<file path="src/rtl/avs_pkg.sv">
package avs_pkg;

    localparam int DEF_STORE_DEPTH = 64;
    localparam int VALUE_W         = 32;

    typedef struct packed {
        logic signed [VALUE_W-1:0] sample_value;
        logic                      batch_end;
    } avs_in_t;

    typedef struct packed {
        logic signed [VALUE_W-1:0] sorted_value;
        logic                      final_flag;
        logic                      overflow;
    } avs_out_t;

    // controller -> datapath
    typedef struct packed {
        logic take;       // input transfer: capture item, pos <= count
        logic set_drop;   // store full: drop the item
        logic shift;      // move entry pos-1 up to pos, pos--
        logic place;      // write held value at pos, count++
        logic rd_emit;    // read address follows the emit index
        logic emit_load;  // load the output register
        logic emit_last;  // this load is the final result of the batch
    } avs_cmd_t;

    // datapath -> controller
    typedef struct packed {
        logic in_end;     // batch_end of the offered item
        logic end_held;   // batch_end of the item being inserted
        logic full;
        logic empty;
        logic gt;         // entry pos-1 greater than held value
        logic pos_one;
        logic k_last;
        logic out_free;
        logic dropped;
    } avs_status_t;

endpackage

</file>
<file path="src/rtl/avs_ram.sv">
module avs_ram
#(
    parameter int WIDTH = 32,
    parameter int DEPTH = 64,
    localparam int AW   = (DEPTH > 1) ? $clog2(DEPTH) : 1
)
(
    input  logic             clk,
    input  logic             wr_en,
    input  logic [AW-1:0]    wr_addr,
    input  logic [WIDTH-1:0] wr_data,
    input  logic [AW-1:0]    rd_addr,
    output logic [WIDTH-1:0] rd_data
);

    logic [WIDTH-1:0] mem [DEPTH];
    logic [WIDTH-1:0] rd_data_reg;

    always_ff @(posedge clk)
    begin
        if (wr_en)
        begin
            mem[wr_addr] <= wr_data;
        end
        rd_data_reg <= mem[rd_addr];
    end

    assign rd_data = rd_data_reg;

endmodule

</file>
<file path="src/rtl/avs_ctrl.sv">
module avs_ctrl
    import avs_pkg::*;
(
    input  logic        clk,
    input  logic        rst_n,
    input  logic        sample_valid,
    output logic        sample_ready,
    input  avs_status_t status,
    output avs_cmd_t    cmd
);

    localparam logic [2:0] ST_IDLE    = 3'd0;
    localparam logic [2:0] ST_CMP     = 3'd1;
    localparam logic [2:0] ST_PLACE   = 3'd2;
    localparam logic [2:0] ST_EMIT_RD = 3'd3;
    localparam logic [2:0] ST_EMIT_LD = 3'd4;

    logic [2:0] state_reg;
    logic [2:0] state_next;

    always_ff @(posedge clk or negedge rst_n)
    begin
        if (!rst_n)
        begin
            state_reg <= ST_IDLE;
        end
        else
        begin
            state_reg <= state_next;
        end
    end

    always_comb
    begin
        cmd          = '0;
        sample_ready = 1'b0;
        state_next   = state_reg;
        unique case (state_reg)
            ST_IDLE:
            begin
                sample_ready = 1'b1;
                if (sample_valid)
                begin
                    cmd.take = 1'b1;
                    if (status.full)
                    begin
                        cmd.set_drop = 1'b1;
                        state_next   = status.in_end ? ST_EMIT_RD : ST_IDLE;
                    end
                    else
                    begin
                        state_next = status.empty ? ST_PLACE : ST_CMP;
                    end
                end
            end
            ST_CMP:
            begin
                if (status.gt)
                begin
                    cmd.shift = 1'b1;
                    if (status.pos_one)
                    begin
                        state_next = ST_PLACE;
                    end
                end
                else
                begin
                    cmd.place  = 1'b1;
                    state_next = status.end_held ? ST_EMIT_RD : ST_IDLE;
                end
            end
            ST_PLACE:
            begin
                cmd.place  = 1'b1;
                state_next = status.end_held ? ST_EMIT_RD : ST_IDLE;
            end
            ST_EMIT_RD:
            begin
                cmd.rd_emit = 1'b1;
                state_next  = ST_EMIT_LD;
            end
            ST_EMIT_LD:
            begin
                cmd.rd_emit = 1'b1;
                if (status.out_free)
                begin
                    cmd.emit_load = 1'b1;
                    cmd.emit_last = status.k_last;
                    state_next    = status.k_last ? ST_IDLE : ST_EMIT_RD;
                end
            end
            default:
            begin
                state_next = ST_IDLE;
            end
        endcase
    end

endmodule

</file>
<file path="src/rtl/avs_dpath.sv">
module avs_dpath
    import avs_pkg::*;
#(
    parameter int STORE_DEPTH = DEF_STORE_DEPTH
)
(
    input  logic        clk,
    input  logic        rst_n,
    input  avs_in_t     sample,
    output avs_out_t    result,
    output logic        result_valid,
    input  logic        result_ready,
    input  avs_cmd_t    cmd,
    output avs_status_t status
);

    localparam int AW = (STORE_DEPTH > 1) ? $clog2(STORE_DEPTH) : 1;
    localparam int CW = $clog2(STORE_DEPTH + 1);

    avs_in_t        value_reg;
    logic [CW-1:0]  count_reg;
    logic           drop_reg;
    logic [AW-1:0]  pos_reg;
    logic [AW-1:0]  k_reg;
    avs_out_t       out_reg;
    logic           out_valid_reg;

    logic                      wr_en;
    logic [AW-1:0]             wr_addr;
    logic [VALUE_W-1:0]        wr_data;
    logic [AW-1:0]             rd_addr;
    logic [VALUE_W-1:0]        rd_data;
    logic [CW-1:0]             count_m1;
    logic                      out_free;

    assign count_m1 = count_reg - CW'(1);
    assign out_free = !out_valid_reg || result_ready;

    // pos-2 during a shift: the entry below the one being moved
    always_comb
    begin
        if (cmd.rd_emit)
        begin
            rd_addr = k_reg;
        end
        else if (cmd.shift)
        begin
            rd_addr = pos_reg - AW'(2);
        end
        else
        begin
            rd_addr = count_m1[AW-1:0];
        end
    end

    assign wr_en   = cmd.shift || cmd.place;
    assign wr_addr = pos_reg;
    assign wr_data = cmd.shift ? rd_data : value_reg.sample_value;

    avs_ram #(
        .WIDTH (VALUE_W),
        .DEPTH (STORE_DEPTH)
    ) u_store (
        .clk     (clk),
        .wr_en   (wr_en),
        .wr_addr (wr_addr),
        .wr_data (wr_data),
        .rd_addr (rd_addr),
        .rd_data (rd_data)
    );

    always_ff @(posedge clk)
    begin
        if (cmd.take)
        begin
            value_reg <= sample;
            pos_reg   <= count_reg[AW-1:0];
        end
        else if (cmd.shift)
        begin
            pos_reg <= pos_reg - AW'(1);
        end
        if (cmd.emit_load)
        begin
            out_reg.sorted_value <= rd_data;
            out_reg.final_flag   <= cmd.emit_last;
            out_reg.overflow     <= drop_reg;
        end
    end

    always_ff @(posedge clk or negedge rst_n)
    begin
        if (!rst_n)
        begin
            count_reg     <= '0;
            drop_reg      <= 1'b0;
            k_reg         <= '0;
            out_valid_reg <= 1'b0;
        end
        else
        begin
            if (cmd.set_drop)
            begin
                drop_reg <= 1'b1;
            end
            if (cmd.place)
            begin
                count_reg <= count_reg + CW'(1);
            end
            if (cmd.emit_load)
            begin
                out_valid_reg <= 1'b1;
                if (cmd.emit_last)
                begin
                    k_reg     <= '0;
                    count_reg <= '0;
                    drop_reg  <= 1'b0;
                end
                else
                begin
                    k_reg <= k_reg + AW'(1);
                end
            end
            else if (result_ready)
            begin
                out_valid_reg <= 1'b0;
            end
        end
    end

    assign status.in_end   = sample.batch_end;
    assign status.end_held = value_reg.batch_end;
    assign status.full     = (count_reg == CW'(STORE_DEPTH));
    assign status.empty    = (count_reg == '0);
    assign status.gt       = ($signed(rd_data) > value_reg.sample_value);
    assign status.pos_one  = (pos_reg == AW'(1));
    assign status.k_last   = (CW'(k_reg) == count_m1);
    assign status.out_free = out_free;
    assign status.dropped  = drop_reg;

    assign result       = out_reg;
    assign result_valid = out_valid_reg;

endmodule

</file>
<file path="src/rtl/ascending_value_sorter_unit.sv">
// Ascending value sorter.
// Input channel (sample_valid/sample_ready/sample): one signed 32-bit value per
// transfer; batch_end marks the last value of a batch. Output channel
// (result_valid/result_ready/result): after the batch end, every held value is
// returned in ascending order, final_flag set on the largest one, overflow set
// on all results of a batch that had more than STORE_DEPTH values (extras are
// dropped).
// Timing: an item is taken, then every held value greater than it is moved up
// one store entry per cycle through the single write port of the store RAM,
// then the item is placed; a dropped item is only taken. Each result is a
// registered RAM read, then an output load, which waits while the output
// register holds a result not yet taken; sample_ready is low while an item is
// inserted and from the batch end until the final result is loaded.
// Reset empties the store (count and drop mark cleared) and leaves no result
// pending; store contents are not cleared and need not be.
// A stalled receiver holds the current result in the output register; the
// drain waits on it, and a new batch may start while the final result waits.
module ascending_value_sorter_unit
    import avs_pkg::*;
#(
    parameter int STORE_DEPTH = DEF_STORE_DEPTH
)
(
    input  logic     clk,
    input  logic     rst_n,
    input  logic     sample_valid,
    output logic     sample_ready,
    input  avs_in_t  sample,
    output logic     result_valid,
    input  logic     result_ready,
    output avs_out_t result
);

    avs_cmd_t    cmd;
    avs_status_t status;

    avs_ctrl u_ctrl (
        .clk          (clk),
        .rst_n        (rst_n),
        .sample_valid (sample_valid),
        .sample_ready (sample_ready),
        .status       (status),
        .cmd          (cmd)
    );

    avs_dpath #(
        .STORE_DEPTH (STORE_DEPTH)
    ) u_dpath (
        .clk          (clk),
        .rst_n        (rst_n),
        .sample       (sample),
        .result       (result),
        .result_valid (result_valid),
        .result_ready (result_ready),
        .cmd          (cmd),
        .status       (status)
    );

    // after the final load the block takes input again
    a_back_to_idle: assert property (@(posedge clk) disable iff (!rst_n)
        cmd.emit_load && cmd.emit_last |=> sample_ready)
        else $error("not ready after final result");

    // the store is never written while input transfers are taken
    a_no_write_idle: assert property (@(posedge clk) disable iff (!rst_n)
        sample_ready |-> !(cmd.shift || cmd.place))
        else $error("store write while idle");

    // a placed value leaves the store non-empty
    a_place_fills: assert property (@(posedge clk) disable iff (!rst_n)
        cmd.place |=> !status.empty)
        else $error("store empty after place");

    // a transfer into a full store marks the batch as overflowed
    a_drop_marked: assert property (@(posedge clk) disable iff (!rst_n)
        sample_valid && sample_ready && status.full |=> status.dropped)
        else $error("drop not recorded");

endmodule
</file>
<file path="config.mk">
export PLATFORM = sky130hd
export DESIGN_NAME = ascending_value_sorter_unit
export DESIGN_NICKNAME = d
export VERILOG_FILES = /design/src/rtl/avs_pkg.sv /design/src/rtl/avs_ram.sv /design/src/rtl/avs_ctrl.sv /design/src/rtl/avs_dpath.sv /design/src/rtl/ascending_value_sorter_unit.sv
export SDC_FILE = /design/constraint.sdc
export NUM_CORES = 2
export LEC_CHECK = 0
export BUFFER_PORTS_ARGS = -buffer_cell sky130_fd_sc_hd__buf_2
export CORE_AREA = 2 2 371 557
export CTS_CLUSTER_DIAMETER = 120
export DETAILED_ROUTE_END_ITERATION = 12
export DIE_AREA = 0 0 373 559
export RECOVER_POWER = 25
export SETUP_SLACK_MARGIN = 0.3
export SLEW_MARGIN = 30
export SYNTH_ARGS = -nofsm -noshare
export SYNTH_HDL_FRONTEND = slang
export SYNTH_SLANG_ARGS = --single-unit
</file>
<file path="constraint.sdc">
create_clock -name clk -period 6.3 [get_ports clk]
set_clock_uncertainty 0.2 [all_clocks]
set_input_delay 1.26 -clock clk [delete_from_list [all_inputs] [get_ports clk]]
set_output_delay 1.26 -clock clk [all_outputs]
set_load 0.02 [all_outputs]
</file>
After elaboration in Yosys (flattened, before gate mapping)
Memories as Yosys holds them, arrays and structs flattened. A register that Yosys moved wholly into a read port is not among the register bits.
Index checks and enable logic that the tools add are counted.
Word-level totals
  logic and storage cells: 74
  input bits: 37
  RAM bits: 2048
  memories: 1
  register bits after elaboration: 91
Memory list
  u_dpath.u_store.mem: words 64, bits a word 32, read ports 1, clocked after memory_dff 1, wr ports 1, RTL line avs_ram.sv:16  | logic [WIDTH-1:0] mem [DEPTH];
Operators by class
  muxes and demuxes: 37
  $lt $le $gt $ge: 1
  equality and inequality tests: 10
  $add $sub $neg: 5
  reductions and logical operators: 9
Operators by type and width (number)
  32-bit greater-than comparator: 1
  32-bit two-way mux: 1
  6-bit two-way mux: 5
  7-bit two-way mux: 3
  2-bit two-way mux: 8
  3-bit two-way mux: 5
  3-bit one-hot mux with 5 select lines: 1
  1-bit two-way mux: 13
  7-bit by 1-bit adder with 7-bit output (second input constant): 1
  6-bit by 7-bit equality test with 1-bit output: 1
  7-bit equality test (second input constant): 1
  7-bit zero test: 1
  7-bit by 1-bit subtractor with 7-bit output (second input constant): 1
  6-bit by 1-bit adder with 6-bit output (second input constant): 1
  3-bit by 2-bit equality test with 1-bit output (second input constant): 2
  6-bit by 1-bit equality test with 1-bit output (second input constant): 1
  6-bit by 1-bit subtractor with 6-bit output (second input constant): 1
  6-bit by 2-bit subtractor with 6-bit output (second input constant): 1
  2-bit nonzero test: 2
  3-bit by 1-bit equality test with 1-bit output (second input constant): 1
  3-bit equality test (second input constant): 1
  3-bit zero test: 1
  3-bit inequality test (second input constant): 1
  3-bit AND reduction: 1
  other kinds (6): 7

Depth between registers and ports, before layout
  depth in word-level cells: 7
  gate-level depth with buffers: 17
  mapped depth without buffers: 14

By module
Synthesis repeated with hierarchy kept, for this count alone.
Second synthesis, totals
  cells, all modules: 3779
  area total of the unflattened synthesis: 83383.7 um^2
By module, submodules not included
  avs_ram: times used 1, area an instance 78515.3 um^2, cells an instance 3324
  avs_dpath: times used 1, area an instance 4583.1 um^2, cells an instance 416
  avs_ctrl: times used 1, area an instance 285.3 um^2, cells an instance 39

Worst setup path after synthesis
Ideal clock, no wire load.
  path type: register -> register
  start point: register u_dpath.value_reg[32] in the netlist's numbering
  end point: memory u_dpath.u_store.mem[0][31] (data pin)
  required time: 5398 ps
  setup time: 702 ps
  slack: 534 ps
  path buffers: 2
  cell stages (with the launch flop): 12
  arrival time: 4864 ps
  cells stage by stage: edfxtp_1 -> inv_1 -> ha_1 -> nand4_1 -> or4b_1 -> nand3b_1 -> nand3_2 -> a21o_1 -> nand2_1 -> clkbuf_1 -> buf_1 -> o21ai_0
On the way
  word-level cells in the longest chain between the ends: 4
RTL lines
  start, declared: RTL line avs_dpath.sv:20  | avs_in_t value_reg;
  start signal, assigned: RTL line avs_dpath.sv:76  | value_reg <= sample;
  32-bit greater-than comparator: RTL line avs_dpath.sv:135  | assign status.gt = ($signed(rd_data) > value_reg.sample_value);
  1-bit two-way mux: RTL line avs_ctrl.sv:58  | if (status.gt)
  1-bit two-way mux: RTL line avs_ctrl.sv:38  | unique case (state_reg)
  32-bit two-way mux *: RTL line avs_dpath.sv:58  | assign wr_data = cmd.shift ? rd_data : value_reg.sample_value;
  net u_dpath.u_store.wr_data[31]: RTL line avs_ram.sv:11  | input logic [WIDTH-1:0] wr_data,
  end, declared: RTL line avs_ram.sv:16
Mark *: on every way through the listed nets, which the timed path passes. The rest lies on a longest branch.

Worst setup path in the final report
  start point: register u_dpath.u_store.rd_data_reg[27] (netlist: u_dpath.u_store.rd_data[27]), read port of u_dpath.u_store.mem
  end point: register u_dpath.u_store.rd_data_reg[8] (netlist: u_dpath.u_store.rd_data[8]), read port of u_dpath.u_store.mem
On the way
  word-level cells in the longest chain between the ends: 5
RTL lines
  start, declared: RTL line avs_ram.sv:17  | logic [WIDTH-1:0] rd_data_reg;
  32-bit greater-than comparator: RTL line avs_dpath.sv:135
  1-bit two-way mux: RTL line avs_ctrl.sv:58
  1-bit two-way mux: RTL line avs_ctrl.sv:38
  6-bit two-way mux: RTL line avs_dpath.sv:46  | else if (cmd.shift)
  6-bit two-way mux: RTL line avs_dpath.sv:42  | if (cmd.rd_emit)
No other way between the ends.
A chain may end at the register's enable or synchronous reset.

==> out/qor.csv <==
metric,value,unit
Post-CTS Setup Inserts,0,
Reg with most FFs,u_dpath.u_store.mem,
Worst R2R Setup Slack,660,ps
TritonCTS Buffers,193,
chip height,559,um
post-route ant nets,0,
vias in the first global route,46124,
CTS tree,done,
WS Path Type,reg -> reg,
largest net degree at the start of global routing,84,
RSZ-0062 raised after global routing,false,
synthesized area,85200,um2
Root Buffer,clkbuf_16,
biggest area consumer among synthesized cells,edfxtp_1,
CTS Sinks,2171,
worst-margin pin slew,3410,ps
Initial Util,41.9,%
Slew Limit Headroom,-127,%
grt ovf,0,
"critical path, cell by cell",ha_1 -> a21oi_1 -> o21ai_0 -> a211o_1 -> a221oi_4 -> a21o_1 -> nand3_1 -> o221ai_4 -> buf_12 -> buf_4 -> buf_12 -> nand2_1 -> a32o_1 -> a221oi_1 -> o22ai_1 -> nor4_2,
nets,5163,
clk_lat worst skew,840,ps
post-cts sizing count,0,
Fin. Hold Viols,0,
Syn. warnings,0,
WL per Instance,29.2,um
Final min period,5640,ps
Synth area leaders,"edfxtp_1 75%, mux2i_1 9.1%, a32o_1 3.0%, nand2_1 2.6%, a221oi_1 1.9%",
Most used DFF post-synth,edfxtp_1,
Total Wirelength,231,mm
startpoint types,flop,
critical path capture point type,flop,
GPL Wtd Cong,0.833,
setup TNS,0,ps
maximum fanout along the worst path,60,
number of flip-flops in the largest register,2048,
ratio of cells with drive above 1 in the final layout,13.1,%
Total GRT Usage,21.6,%
"Clk pin slew, worst setup/hold paths",70,ps
Placeable Area,203000,um2
post-DR vias/cell,5.86,
drt drc,0,
Clock Path Buffers,4,
top-count cell post-synth,edfxtp_1,
status,"finished, violations left",
final core occ,47.3,%
IO Pins,73,
fmax,177,MHz
WP data arrival,6090,ps
synthesis-stage register bit count,2171,
slowest cell on the critical path,dfxtp_1,
failing checks,"max-capacitance violations, max-slew violations",
Placed Area,90600,um2
HP Class,reg -> reg,
Mean Syn Cell Area,17.5,um2
post-synthesis cell type count,61,
row count,203,
H-tree Lvls,4,
"EDFF count, synth",2121,
share of the synthesized area in the top cell type,74.8,%
post-synthesis sequential area ratio,76.1,%
top post-synthesis cells by count,"2121 x edfxtp_1, 772 x mux2i_1, 588 x nand2_1",
Final Cell Area,96200,um2
async set-reset flop share out of synthesis,0.829,%
Die ar.,209000,um2
maxcap violations,58,
dpl hpwl,137,mm
port bufs,72,
Slew Limit Fails,1041,
first-pass GRT wire length,330,mm
hold_buf cts,0,
1st-pass router iterations,6,
CP required,6750,ps
Post-Syn Nets,4954,
Final Setup Violations,0,
number of antenna violations at the first check in global routing,10,
Layout area overhead,13.0,%
DRT iter0 DRCs,4658,
overall die width,373,um
period utilization,89.5,%
"slowest stage delay, CP",680,ps
Gate Count Post-Synth,4875,
vias post-DR,46299,
most frequent CP cell,buf_12,
-- critical path, delay by kind of cell (launching register included) --
kind	cells	cell delay, ps
AOI/OAI and AO/OA	9	2410
and+or+nand+nor	3	920
buffers and inverters	3	760
DFF	1	680
adders and majority gates	1	360
-- cells in the final DEF, fill, tap and decap left out, types with 32 or more instances in the layout --
cell type	count
clkinv_2	37
edfxtp_1	2121
nor2_1	88
buf_12	37
a221oi_2	75
clkinv_1	38
clkbuf_16	199
a221oi_1	181
o22ai_1	128
inv_1	38
buf_4	186
nand2_1	583
mux2i_1	772
clkbuf_1	103
dfxtp_1	32
ha_1	42
a32o_1	256
-- cell families after synthesis --
family                     synth area share (%)
DFF                                        76.1
and+or+nand+nor                            3.94
muxes                                      9.12
AOI/OAI and AO/OA                          7.83
buffers and inverters                      2.15
adders and majority gates                 0.617
xor gates and xnor gates                  0.278
-- final cells by class --
type                    count  area (um2)
multi-input cells        2363       19000
well taps                2665        3330
repair buffers            316        2700
clock buffers             244        5180
clock inverters           103        1060
diodes                      2        5.00
fillers                 16996      107000
flip-flops and latches   2171       64800
inverters                  39         146
-- worst paths after layout --
| path | startpoint | endpoint | cells past startpoint |
|---|---|---|---|
| max | u_dpath.u_store.rd_data[27] | u_dpath.u_store.rd_data[8] | 16 |
| max reg2reg | u_dpath.u_store.rd_data[27] | u_dpath.u_store.rd_data[8] | 16 |
| min in group asynchronous | rst_n | u_dpath.count_reg[2] | 1 |
| min reg2reg | u_dpath.drop_reg | u_dpath.result[0] | 0 |
| max in group asynchronous | rst_n | u_dpath.count_reg[1] | 1 |
| min | u_dpath.drop_reg | u_dpath.result[0] | 0 |
-- per-layer routing --
layer | routed length (um) | global-route usage (%) | vias up
li1 | - | - | 19979
met1 | 91200 | 28.0 | 24179
met2 | 117000 | 37.7 | 1736
met3 | 15600 | 2.92 | 395
met4 | 6770 | 6.41 | 10
met5 | 49 | 0 | -
-- metrics by stage --
| stage | setup slack, ps | hold WS (ps) | std cells |
|---|---|---|---|
| detailed placement | 513 | 253 | 7551 |
| finish | 660 | 267 | 7903 |
| global route | 383 | 286 | 7902 |
| CTS | 460 | 159 | 7898 |
| floorplan | 534 | 225 | 4875 |
| global placement | 520 | 237 | 7540 |
Power is not shown: default switching activity piles up to over one toggle a cycle in this logic, so the estimate is an artifact.
